## src/i2c_mbe_pkg.sv

```systemverilog
// Shared types, constants and helpers for the I2C master bit engine.
// No dependencies; the core, configuration and sequencer files import this package.
package i2c_mbe_pkg;

  localparam int DELAY_COUNTER_WIDTH = 16;
  localparam int CFG_INDEX_WIDTH = 2;
  localparam int CFG_DATA_WIDTH = 16;
  localparam logic [7:0] POLL_LIMIT_MAX = 8'd254;
  localparam logic [3:0] BITS_PER_BYTE = 4'd8;

  typedef logic [DELAY_COUNTER_WIDTH-1:0] delay_t;

  typedef enum logic [CFG_INDEX_WIDTH-1:0] {
    CFG_HALF_PERIOD = 2'd0,
    CFG_READ_HIGH   = 2'd1,
    CFG_POLL_LIMIT  = 2'd2
  } cfg_index_t;

  typedef enum logic [2:0] {
    OP_START     = 3'd0,
    OP_STOP      = 3'd1,
    OP_WRITE     = 3'd2,
    OP_WAIT_ACK  = 3'd3,
    OP_READ_ACK  = 3'd4,
    OP_READ_NACK = 3'd5
  } opcode_t;

  typedef enum logic [13:0] {
    PH_IDLE = 14'b00000000000001,
    PH_ST1  = 14'b00000000000010,
    PH_ST2  = 14'b00000000000100,
    PH_SP1  = 14'b00000000001000,
    PH_SP2  = 14'b00000000010000,
    PH_WL   = 14'b00000000100000,
    PH_WH   = 14'b00000001000000,
    PH_A1   = 14'b00000010000000,
    PH_A2   = 14'b00000100000000,
    PH_A3   = 14'b00001000000000,
    PH_RL   = 14'b00010000000000,
    PH_RH   = 14'b00100000000000,
    PH_K1   = 14'b01000000000000,
    PH_K2   = 14'b10000000000000
  } phase_t;

  typedef struct packed {
    logic [15:0] half_period_ticks;
    logic [15:0] read_high_ticks;
    logic [7:0]  ack_poll_limit;
  } cfg_t;

  typedef struct packed {
    logic       command_valid;
    logic [2:0] opcode;
    logic [7:0] tx_byte;
    logic       sda_in;
  } cmd_t;

  typedef struct packed {
    logic       scl_out;
    logic       sda_out;
    logic       sda_enable;
    logic       busy_res;
    logic       done_res;
    logic [7:0] rx_byte;
    logic       ack_error;
  } res_t;

  // Phase length: masked to the counter width, with zero taken as one.
  function automatic delay_t load_len(input logic [15:0] v);
    delay_t x;
    x = delay_t'(v);
    return (x == '0) ? delay_t'(1) : x;
  endfunction

endpackage

```

## src/i2c_mbe_if.sv

```systemverilog
// Valid/ready channel interfaces for the command ticks and the pin results.
// Depends on nothing beyond the language.
interface i2c_mbe_in_if;
  logic       valid;
  logic       ready;
  logic       command_valid;
  logic [2:0] opcode;
  logic [7:0] tx_byte;
  logic       sda_in;

  modport source (output valid, command_valid, opcode, tx_byte, sda_in, input ready);
  modport sink (input valid, command_valid, opcode, tx_byte, sda_in, output ready);
endinterface

interface i2c_mbe_out_if;
  logic       valid;
  logic       ready;
  logic       scl_out;
  logic       sda_out;
  logic       sda_enable;
  logic       busy_res;
  logic       done_res;
  logic [7:0] rx_byte;
  logic       ack_error;

  modport source (output valid, scl_out, sda_out, sda_enable, busy_res, done_res, rx_byte,
                  ack_error, input ready);
  modport sink (input valid, scl_out, sda_out, sda_enable, busy_res, done_res, rx_byte,
                ack_error, output ready);
endinterface

```

## src/i2c_master_bit_engine_core.sv

```systemverilog
// I2C master bit engine, top level: tick input register, sequencer, result register.
// Depends on i2c_mbe_pkg, i2c_mbe_if, i2c_mbe_cfg and i2c_mbe_seq.
//
// Each input beat is one tick of bus time and yields exactly one result beat with the
// SCL/SDA drive levels and status after that tick. The block takes one beat per clock
// while the output is not stalled: a tick is held in the input register and its result
// is then registered into the result register. Phase lengths and the acknowledge poll
// limit are written through the configuration port; the user must write them only while
// no command is running, as the block itself does not enforce this.
module i2c_master_bit_engine_core
  import i2c_mbe_pkg::*;
(
  input  logic                       clk,
  input  logic                       rst,
  i2c_mbe_in_if.sink                 in_ch,
  i2c_mbe_out_if.source              out_ch,
  input  logic                       cfg_we,
  input  logic [CFG_INDEX_WIDTH-1:0] cfg_index,
  input  logic [CFG_DATA_WIDTH-1:0]  cfg_wdata
);

  cfg_t cfg;
  cmd_t cmd;
  res_t res_comb, res;
  logic cmd_valid;
  logic out_valid;
  logic advance;

  assign advance     = cmd_valid && (!out_valid || out_ch.ready);
  assign in_ch.ready = !cmd_valid || advance;

  i2c_mbe_cfg u_cfg (
    .clk       (clk),
    .rst       (rst),
    .cfg_we    (cfg_we),
    .cfg_index (cfg_index),
    .cfg_wdata (cfg_wdata),
    .cfg       (cfg)
  );

  i2c_mbe_seq u_seq (
    .clk  (clk),
    .rst  (rst),
    .step (advance),
    .cmd  (cmd),
    .cfg  (cfg),
    .res  (res_comb)
  );

  always_ff @(posedge clk) begin
    if (rst) begin
      cmd_valid <= 1'b0;
      out_valid <= 1'b0;
    end else begin
      if (in_ch.ready) begin
        cmd_valid <= in_ch.valid;
      end
      if (advance) begin
        out_valid <= 1'b1;
      end else if (out_ch.ready) begin
        out_valid <= 1'b0;
      end
    end
  end

  always_ff @(posedge clk) begin
    if (in_ch.valid && in_ch.ready) begin
      cmd.command_valid <= in_ch.command_valid;
      cmd.opcode        <= in_ch.opcode;
      cmd.tx_byte       <= in_ch.tx_byte;
      cmd.sda_in        <= in_ch.sda_in;
    end
    if (advance) begin
      res <= res_comb;
    end
  end

  assign out_ch.valid      = out_valid;
  assign out_ch.scl_out    = res.scl_out;
  assign out_ch.sda_out    = res.sda_out;
  assign out_ch.sda_enable = res.sda_enable;
  assign out_ch.busy_res   = res.busy_res;
  assign out_ch.done_res   = res.done_res;
  assign out_ch.rx_byte    = res.rx_byte;
  assign out_ch.ack_error  = res.ack_error;

endmodule

```

## src/i2c_mbe_cfg.sv

```systemverilog
// Configuration registers of the I2C master bit engine.
// Depends on i2c_mbe_pkg.
module i2c_mbe_cfg
  import i2c_mbe_pkg::*;
(
  input  logic                       clk,
  input  logic                       rst,
  input  logic                       cfg_we,
  input  logic [CFG_INDEX_WIDTH-1:0] cfg_index,
  input  logic [CFG_DATA_WIDTH-1:0]  cfg_wdata,
  output cfg_t                       cfg
);

  always_ff @(posedge clk) begin
    if (rst) begin
      cfg.half_period_ticks <= 16'd15;
      cfg.read_high_ticks   <= 16'd1;
      cfg.ack_poll_limit    <= 8'd250;
    end else if (cfg_we) begin
      unique case (cfg_index)
        CFG_HALF_PERIOD: cfg.half_period_ticks <= cfg_wdata;
        CFG_READ_HIGH:   cfg.read_high_ticks   <= cfg_wdata;
        CFG_POLL_LIMIT:  cfg.ack_poll_limit    <= cfg_wdata[7:0];
        default: ;
      endcase
    end
  end

endmodule

```

## src/i2c_mbe_seq.sv

```systemverilog
// Phase sequencer: bus state registers and the single-tick update logic.
// Depends on i2c_mbe_pkg.
module i2c_mbe_seq
  import i2c_mbe_pkg::*;
(
  input  logic clk,
  input  logic rst,
  input  logic step,
  input  cmd_t cmd,
  input  cfg_t cfg,
  output res_t res
);

  phase_t     phase, phase_next;
  logic [2:0] active_command, active_command_next;
  logic [3:0] bit_counter, bit_counter_next;
  logic [7:0] shift_register, shift_register_next;
  delay_t     delay_counter, delay_counter_next;
  logic [7:0] poll_counter, poll_counter_next;
  logic       scl_level, scl_level_next;
  logic       sda_level, sda_level_next;
  logic       error_flag, error_flag_next;
  logic       sda_drive, sda_drive_next;
  logic [7:0] rx_last, rx_last_next;

  logic       done;
  delay_t     dec;
  logic [7:0] lim;
  logic [7:0] poll_inc;
  logic [3:0] bit_inc;

  always_comb begin
    phase_next          = phase;
    active_command_next = active_command;
    bit_counter_next    = bit_counter;
    shift_register_next = shift_register;
    delay_counter_next  = delay_counter;
    poll_counter_next   = poll_counter;
    scl_level_next      = scl_level;
    sda_level_next      = sda_level;
    error_flag_next     = error_flag;
    sda_drive_next      = sda_drive;
    rx_last_next        = rx_last;
    done                = 1'b0;
    dec      = (delay_counter != '0) ? delay_counter - delay_t'(1) : delay_counter;
    lim      = (cfg.ack_poll_limit > POLL_LIMIT_MAX) ? POLL_LIMIT_MAX : cfg.ack_poll_limit;
    poll_inc = (poll_counter != 8'hFF) ? poll_counter + 8'd1 : poll_counter;
    bit_inc  = bit_counter + 4'd1;

    if (phase == PH_IDLE) begin
      if (cmd.command_valid) begin
        unique case (cmd.opcode)
          OP_START: begin
            active_command_next = cmd.opcode;
            sda_drive_next      = 1'b1;
            sda_level_next      = 1'b1;
            scl_level_next      = 1'b1;
            phase_next          = PH_ST1;
            delay_counter_next  = load_len(cfg.half_period_ticks);
          end
          OP_STOP: begin
            active_command_next = cmd.opcode;
            sda_drive_next      = 1'b1;
            scl_level_next      = 1'b0;
            sda_level_next      = 1'b0;
            phase_next          = PH_SP1;
            delay_counter_next  = load_len(cfg.half_period_ticks);
          end
          OP_WRITE: begin
            active_command_next = cmd.opcode;
            sda_drive_next      = 1'b1;
            scl_level_next      = 1'b0;
            bit_counter_next    = 4'd0;
            sda_level_next      = cmd.tx_byte[7];
            shift_register_next = {cmd.tx_byte[6:0], 1'b0};
            phase_next          = PH_WL;
            delay_counter_next  = load_len(cfg.half_period_ticks);
          end
          OP_WAIT_ACK: begin
            active_command_next = cmd.opcode;
            sda_drive_next      = 1'b0;
            sda_level_next      = 1'b1;
            error_flag_next     = 1'b0;
            poll_counter_next   = 8'd0;
            phase_next          = PH_A1;
            delay_counter_next  = load_len(cfg.half_period_ticks);
          end
          OP_READ_ACK, OP_READ_NACK: begin
            active_command_next = cmd.opcode;
            sda_drive_next      = 1'b0;
            scl_level_next      = 1'b0;
            shift_register_next = 8'd0;
            bit_counter_next    = 4'd0;
            phase_next          = PH_RL;
            delay_counter_next  = load_len(cfg.half_period_ticks);
          end
          default: ;
        endcase
      end
    end else if (phase == PH_A3) begin
      if (!cmd.sda_in) begin
        scl_level_next = 1'b0;
        done           = 1'b1;
      end else begin
        poll_counter_next = poll_inc;
        if (poll_inc > lim) begin
          error_flag_next    = 1'b1;
          sda_drive_next     = 1'b1;
          scl_level_next     = 1'b0;
          sda_level_next     = 1'b0;
          phase_next         = PH_SP1;
          delay_counter_next = load_len(cfg.half_period_ticks);
        end
      end
    end else begin
      delay_counter_next = dec;
      if (dec == '0) begin
        unique case (phase)
          PH_ST1: begin
            sda_level_next     = 1'b0;
            phase_next         = PH_ST2;
            delay_counter_next = load_len(cfg.half_period_ticks);
          end
          PH_ST2: begin
            scl_level_next = 1'b0;
            done           = 1'b1;
          end
          PH_SP1: begin
            scl_level_next     = 1'b1;
            sda_level_next     = 1'b1;
            phase_next         = PH_SP2;
            delay_counter_next = load_len(cfg.half_period_ticks);
          end
          PH_SP2: done = 1'b1;
          PH_WL: begin
            scl_level_next     = 1'b1;
            phase_next         = PH_WH;
            delay_counter_next = load_len(cfg.half_period_ticks);
          end
          PH_WH: begin
            scl_level_next   = 1'b0;
            bit_counter_next = bit_inc;
            if (bit_inc >= BITS_PER_BYTE) begin
              done = 1'b1;
            end else begin
              sda_level_next      = shift_register[7];
              shift_register_next = {shift_register[6:0], 1'b0};
              phase_next          = PH_WL;
              delay_counter_next  = load_len(cfg.half_period_ticks);
            end
          end
          PH_A1: begin
            scl_level_next     = 1'b1;
            phase_next         = PH_A2;
            delay_counter_next = load_len(cfg.half_period_ticks);
          end
          PH_A2: begin
            poll_counter_next = 8'd0;
            phase_next        = PH_A3;
          end
          PH_RL: begin
            scl_level_next      = 1'b1;
            shift_register_next = {shift_register[6:0], cmd.sda_in};
            phase_next          = PH_RH;
            delay_counter_next  = load_len(cfg.read_high_ticks);
          end
          PH_RH: begin
            scl_level_next   = 1'b0;
            bit_counter_next = bit_inc;
            if (bit_inc >= BITS_PER_BYTE) begin
              rx_last_next       = shift_register;
              sda_drive_next     = 1'b1;
              sda_level_next     = (active_command == OP_READ_NACK);
              phase_next         = PH_K1;
              delay_counter_next = load_len(cfg.half_period_ticks);
            end else begin
              phase_next         = PH_RL;
              delay_counter_next = load_len(cfg.half_period_ticks);
            end
          end
          PH_K1: begin
            scl_level_next     = 1'b1;
            phase_next         = PH_K2;
            delay_counter_next = load_len(cfg.half_period_ticks);
          end
          PH_K2: begin
            scl_level_next = 1'b0;
            done           = 1'b1;
          end
          default: done = 1'b1;
        endcase
      end
    end

    if (done) begin
      phase_next         = PH_IDLE;
      delay_counter_next = '0;
    end

    res.scl_out    = scl_level_next;
    res.sda_out    = sda_level_next;
    res.sda_enable = sda_drive_next;
    res.busy_res   = (phase_next != PH_IDLE);
    res.done_res   = done;
    res.rx_byte    = rx_last_next;
    res.ack_error  = error_flag_next;
  end

  always_ff @(posedge clk) begin
    if (rst) begin
      phase          <= PH_IDLE;
      active_command <= 3'd0;
      bit_counter    <= 4'd0;
      shift_register <= 8'd0;
      delay_counter  <= '0;
      poll_counter   <= 8'd0;
      scl_level      <= 1'b1;
      sda_level      <= 1'b1;
      error_flag     <= 1'b0;
      sda_drive      <= 1'b1;
      rx_last        <= 8'd0;
    end else if (step) begin
      phase          <= phase_next;
      active_command <= active_command_next;
      bit_counter    <= bit_counter_next;
      shift_register <= shift_register_next;
      delay_counter  <= delay_counter_next;
      poll_counter   <= poll_counter_next;
      scl_level      <= scl_level_next;
      sda_level      <= sda_level_next;
      error_flag     <= error_flag_next;
      sda_drive      <= sda_drive_next;
      rx_last        <= rx_last_next;
    end
  end

endmodule
```

## src/flat_wrapper.sv

```systemverilog
// flat-port wrapper written by rule: the top's interface ports become plain ports
module i2c_master_bit_engine_core_flat import i2c_mbe_pkg::*;
  (clk, rst, cfg_we, cfg_index, cfg_wdata, in_ch_valid, in_ch_command_valid, in_ch_opcode, in_ch_tx_byte, in_ch_sda_in, in_ch_ready, out_ch_valid, out_ch_scl_out, out_ch_sda_out, out_ch_sda_enable, out_ch_busy_res, out_ch_done_res, out_ch_rx_byte, out_ch_ack_error, out_ch_ready);
  i2c_mbe_in_if in_ch_i ();
  i2c_mbe_out_if out_ch_i ();
  input  logic clk;
  input  logic rst;
  input  logic cfg_we;
  input  logic [CFG_INDEX_WIDTH-1:0] cfg_index;
  input  logic [CFG_DATA_WIDTH-1:0] cfg_wdata;
  input wire logic [$bits(in_ch_i.valid)-1:0] in_ch_valid;
  input wire logic [$bits(in_ch_i.command_valid)-1:0] in_ch_command_valid;
  input wire logic [$bits(in_ch_i.opcode)-1:0] in_ch_opcode;
  input wire logic [$bits(in_ch_i.tx_byte)-1:0] in_ch_tx_byte;
  input wire logic [$bits(in_ch_i.sda_in)-1:0] in_ch_sda_in;
  output wire logic [$bits(in_ch_i.ready)-1:0] in_ch_ready;
  output wire logic [$bits(out_ch_i.valid)-1:0] out_ch_valid;
  output wire logic [$bits(out_ch_i.scl_out)-1:0] out_ch_scl_out;
  output wire logic [$bits(out_ch_i.sda_out)-1:0] out_ch_sda_out;
  output wire logic [$bits(out_ch_i.sda_enable)-1:0] out_ch_sda_enable;
  output wire logic [$bits(out_ch_i.busy_res)-1:0] out_ch_busy_res;
  output wire logic [$bits(out_ch_i.done_res)-1:0] out_ch_done_res;
  output wire logic [$bits(out_ch_i.rx_byte)-1:0] out_ch_rx_byte;
  output wire logic [$bits(out_ch_i.ack_error)-1:0] out_ch_ack_error;
  input wire logic [$bits(out_ch_i.ready)-1:0] out_ch_ready;
  assign in_ch_i.valid = in_ch_valid;
  assign in_ch_i.command_valid = in_ch_command_valid;
  assign in_ch_i.opcode = in_ch_opcode;
  assign in_ch_i.tx_byte = in_ch_tx_byte;
  assign in_ch_i.sda_in = in_ch_sda_in;
  assign in_ch_ready = in_ch_i.ready;
  assign out_ch_valid = out_ch_i.valid;
  assign out_ch_scl_out = out_ch_i.scl_out;
  assign out_ch_sda_out = out_ch_i.sda_out;
  assign out_ch_sda_enable = out_ch_i.sda_enable;
  assign out_ch_busy_res = out_ch_i.busy_res;
  assign out_ch_done_res = out_ch_i.done_res;
  assign out_ch_rx_byte = out_ch_i.rx_byte;
  assign out_ch_ack_error = out_ch_i.ack_error;
  assign out_ch_i.ready = out_ch_ready;
  i2c_master_bit_engine_core u_core (.clk(clk), .rst(rst), .in_ch(in_ch_i), .out_ch(out_ch_i), .cfg_we(cfg_we), .cfg_index(cfg_index), .cfg_wdata(cfg_wdata));
endmodule
```

## config.mk

```make
export PLATFORM = sky130hd
export DESIGN_NAME = i2c_master_bit_engine_core_flat
export DESIGN_NICKNAME = d
export VERILOG_FILES = /design/src/i2c_mbe_pkg.sv /design/src/i2c_mbe_if.sv /design/src/i2c_master_bit_engine_core.sv /design/src/i2c_mbe_cfg.sv /design/src/i2c_mbe_seq.sv /design/src/flat_wrapper.sv
export SDC_FILE = /design/constraint.sdc
export NUM_CORES = 1
export LEC_CHECK = 0
export ABC_CLOCK_PERIOD_IN_PS = 5200
export BUFFER_PORTS_ARGS = -buffer_cell sky130_fd_sc_hd__buf_2
export CAP_MARGIN = 20
export CORE_MARGIN = 2
export CORE_UTILIZATION = 35
export CTS_CLUSTER_DIAMETER = 60
export DETAILED_ROUTE_END_ITERATION = 8
export GPL_TIMING_DRIVEN = 0
export MAX_ROUTING_LAYER = met4
export PLACE_DENSITY_LB_ADDON = 0.15
export SYNTH_ARGS = -nofsm -noshare
export SYNTH_HDL_FRONTEND = slang
export SYNTH_SLANG_ARGS = --single-unit
```

## constraint.sdc

```tcl
create_clock -name clk -period 5.2 [get_ports clk]
set_clock_uncertainty 0.05 [all_clocks]
set_input_delay 0.52 -clock clk [delete_from_list [all_inputs] [get_ports clk]]
set_output_delay 0.52 -clock clk [all_outputs]
set_load 0.02 [all_outputs]
```

==> metrics.md <==
| Metric | Value |
|---|---|
| Skew-Pair Late Insertion Delay | `0.43 ns` |
| Hold Crit Class | `primary input to flip-flop` |
| H-Tree Depth | `4` |
| Final wirelength | `22,230 um` |
| Pin count of the biggest net entering global routing | `17` |
| Starting DRT DRC Count | `585` |
| Clock root buffer | `clkbuf_16` |
| Synth area leader | `dfxtp_1` |
| Postcts setup bufs | `0` |
| Number of global-route vias before repair | `6,529` |
| DRC violations left | `0` |
| Post-DRT Antenna Nets | `0` |
| Worst setup EP type | `flip-flop` |
| Final Hold Viols | `0` |
| Max_cap viols | `0` |
| Detailed Routing Iterations Pass 1 | `5` |
| PwrDens | `448.0 nW/um^2` |
| CTS sink cnt | `134` |
| Total track usage | `21.27%` |
| Outcome | `complete, no violations` |
| Slew margin rel. | `32.20%` |
| Share of the synthesized area in the top cell type | `29.51%` |
| Syn avg cell area | `8.011 um^2` |
| Layout cells sized above 1 | `13.33%` |
| Cell Rows | `52` |
| Synth warn | `0` |
| Final HPWL DP | `16,560 um` |
| Final min period | `4.934 ns` |
| Synthesized area | `7258 um^2` |
| Pleak | `3.148 nW` |
| Logic gate share of total power | `37.3%` |
| Final Util | `41.70%` |
| Area Overhead vs Synth | `16.62%` |
| Peak VDD IR | `0.2884 mV` |
| Sw Ratio | `40.08%` |
| Sw power | `0.001520 W` |
| Via density | `5.494` |
| Fmax | `202.7 MHz` |
| Num CTS Buffers | `17` |
| Count leader, synth | `nand2_1` |
| Leading register cell type out of synthesis | `dfxtp_1` |
| RSZ-0062 raised after global routing | `false` |
| CP max-delay cell | `o41ai_4` |
| Resized Gates After CTS | `0` |
| First-pass GRT wire length | `35,690 um` |
| TritonCTS clock tree | `built` |
| Top post-synthesis cells by area | `dfxtp_1 30%, edfxtp_1 11%, nand2_1 8.9%` |
| Layout Nets | `1,024` |
| Async SR Flop Fraction | `0%` |
| N_diodes | `0` |
| DIE WIDTH | `148.0 um` |
| CP max stage delay | `0.70 ns` |
| Fin Setup TNS | `0 ns` |
| EDFF count, synth | `27` |
| Core ar. | `20,300 um^2` |
| IO Port Bufs | `51` |
| Flops & latches, synth | `134` |
| Drt wl/cell | `17.64 um` |
| Worst EP arrival | `5.19 ns` |
| Routability congestion estimate | `0.9251` |
| Clock power frac | `31.8%` |
| Clock Path Buffers | `2` |
| Clk pin slew, worst setup/hold paths | `0.06 ns` |
| Die Ht | `148.0 um` |
| Worst slack, placed | `0.3366 ns` |
| Register area share after synthesis | `40.68%` |
| Final period util | `94.88%` |
| Initial core utilization | `35.76%` |
| Post-CTS Hold Fix Bufs | `0` |
| Die ar. | `21,910 um^2` |
| Sequence of cells on the critical path | `clkbuf_1 > inv_1 > ha_1 > or3b_1 > clkbuf_1 > nor4_1 > mux2_2 > a2111oi_4 > nand4_4 > a211oi_1 > a211oi_1 > o41ai_4 > buf_6 > a21oi_2` |
| Final Max Tran Viols | `0` |
| I/O pin count | `52` |
| Post-layout worst setup margin | `0.2664 ns` |
| Slew @ Worst Pin | `1.009 ns` |
| Setup-failing EPs final | `0` |
| Pint | `0.002272 W` |
| Synth cell types | `76` |
| GR Overflow Total | `0` |
| Mapped Cells | `906` |
| Syn_nets | `953` |
| Startpoint types | `flip-flop` |
| Critical path fanouts, max | `10` |
| Most instantiated cells after synthesis | `173 x nand2_1, 107 x dfxtp_1, 90 x a21oi_1` |
| Initial antenna violation count | `0` |
| R2R setup slack | `0.27 ns` |
| Critical path required time | `5.46 ns` |
| Sequential power share | `30.8%` |
| Critical path type | `flip-flop to flip-flop` |
| Vias | `6,923` |
==> flip-flops by register name (all words and copies together) (netlist names), 3 cells and up <==
| signal | cells |
|---|---|
| u_core.u_seq.phase | 14 |
| u_core.u_seq.poll_counter | 8 |
| u_core.u_seq.shift_register | 8 |
| u_core.out_ch.rx_byte | 8 |
| u_core.u_seq.bit_counter | 4 |
| u_core.u_seq.rx_last | 8 |
| u_core.u_seq.delay_counter | 16 |
| u_core.u_cfg.cfg | 40 |
| u_core.cmd | 13 |
| u_core.u_seq.active_command | 3 |
==> placed cells by master, fill, tap and decap left out, types with 4 or more instances in the layout <==
cell,netlist,layout
inv_6,0,6
or2_2,6,6
xnor2_1,5,5
ha_1,11,11
nand2b_1,7,7
a21oi_2,9,9
a22oi_1,9,9
nor2b_1,18,18
nor4_1,28,27
xor2_1,6,6
buf_2,3,54
a211oi_1,9,9
nor2_1,75,75
dfxtp_1,107,107
a221o_1,4,4
nand4_1,12,12
o21ai_1,4,4
and2_1,4,4
mux2_2,13,13
nand2_1,173,173
or4_1,13,13
a21oi_1,90,90
clkbuf_1,48,48
inv_1,20,20
o21a_1,10,10
o21ai_0,38,38
edfxtp_1,27,27
a21o_1,5,5
o211ai_1,5,5
nor3_1,26,26
and3_1,13,13
or3_1,4,4
clkbuf_16,0,18
mux2i_1,6,6
buf_1,4,4
nand3_1,30,30
==> through the flow <==
step	power (W)	cell area [um^2]	hold WS, ns	std cells
detailed placement	0.002576	7873	0.3991	1228
finish	0.003792	8464	0.2166	1260
CTS	0.003791	8464	0.1981	1260
global placement	0.002586	7851	0.3903	1227
floorplan	0.002187	7258	0.3838	906
global route	0.003991	8464	0.2024	1260
==> logic make-up after synthesis <==
group / Yosys count / synth area share (%)
AOI/OAI and AO/OA: 218 / 19.38
DFF: 134 / 40.68
muxes: 19 / 2.844
adders and majority gates: 11 / 1.896
xor gates and xnor gates: 11 / 1.327
and+or+nand+nor: 437 / 29.79
buffers and inverters: 76 / 4.085
==> area by class of cell <==
| type | count | area (um^2) |
|---|---|---|
| Buffer | 56 | 221.5 |
| Clock buffer | 19 | 464.2 |
| Clock inverter | 13 | 127.6 |
| Fill cell | 2129 | 11840 |
| Inverter | 20 | 75.07 |
| Multi-Input combinational cell | 696 | 4015 |
| Sequential cell | 134 | 2953 |
| Tap cell | 270 | 337.8 |
| Timing Repair Buffer | 52 | 270.3 |
==> power groups by stage <==
stage          sequential [W]  clock [W]  combinational [W]
3_5_place_dp          0.00119          0            0.00138
2_1_floorplan         0.00119          0           0.000995
5_1_grt               0.00118    0.00127            0.00154
6_report              0.00117    0.00121            0.00142
3_3_place_gp          0.00119          0            0.00139
4_1_cts               0.00117    0.00123            0.00139
==> worst max-delay path: cells and delay by family (launching register included) <==
kind                     cells  cell delay (ns)
AO/OA/AOI/OAI                5             1.88
AND/OR/NAND/NOR              3             1.21
multiplexers                 1             0.43
flip-flops                   1             0.29
adder cells (fa/ha/maj)      1             0.23
buffers and inverters        4             0.71
==> final timing paths <==
path | startpoint | to | cells after the start
hold / removal | in_ch_tx_byte[1] | u_core.cmd[2]$_DFFE_PP_ | 1
hold reg to reg | u_core.u_seq.rx_last[7]$_SDFFE_PP0P_ | u_core.u_seq.rx_last[7]$_SDFFE_PP0P_ | 2
setup / recovery | u_core.u_seq.delay_counter[0]$_SDFFE_PP0P_ | u_core.u_seq.delay_counter[7]$_SDFFE_PP0P_ | 14
setup reg to reg | u_core.u_seq.delay_counter[0]$_SDFFE_PP0P_ | u_core.u_seq.delay_counter[7]$_SDFFE_PP0P_ | 14
==> layer usage <==
| layer | GRT usage [%] | vias to the layer above | share of wire, % |
|---|---|---|---|
| met5 | - | - | 0 |
| met4 | 6.524 | 0 | 1.7 |
| met3 | 3.241 | 33 | 4.6 |
| met2 | 31.92 | 200 | 44 |
| met1 | 29.59 | 3273 | 49 |
| li1 | - | 3417 | - |
Note: power is estimated with default switching activity, not from simulation.
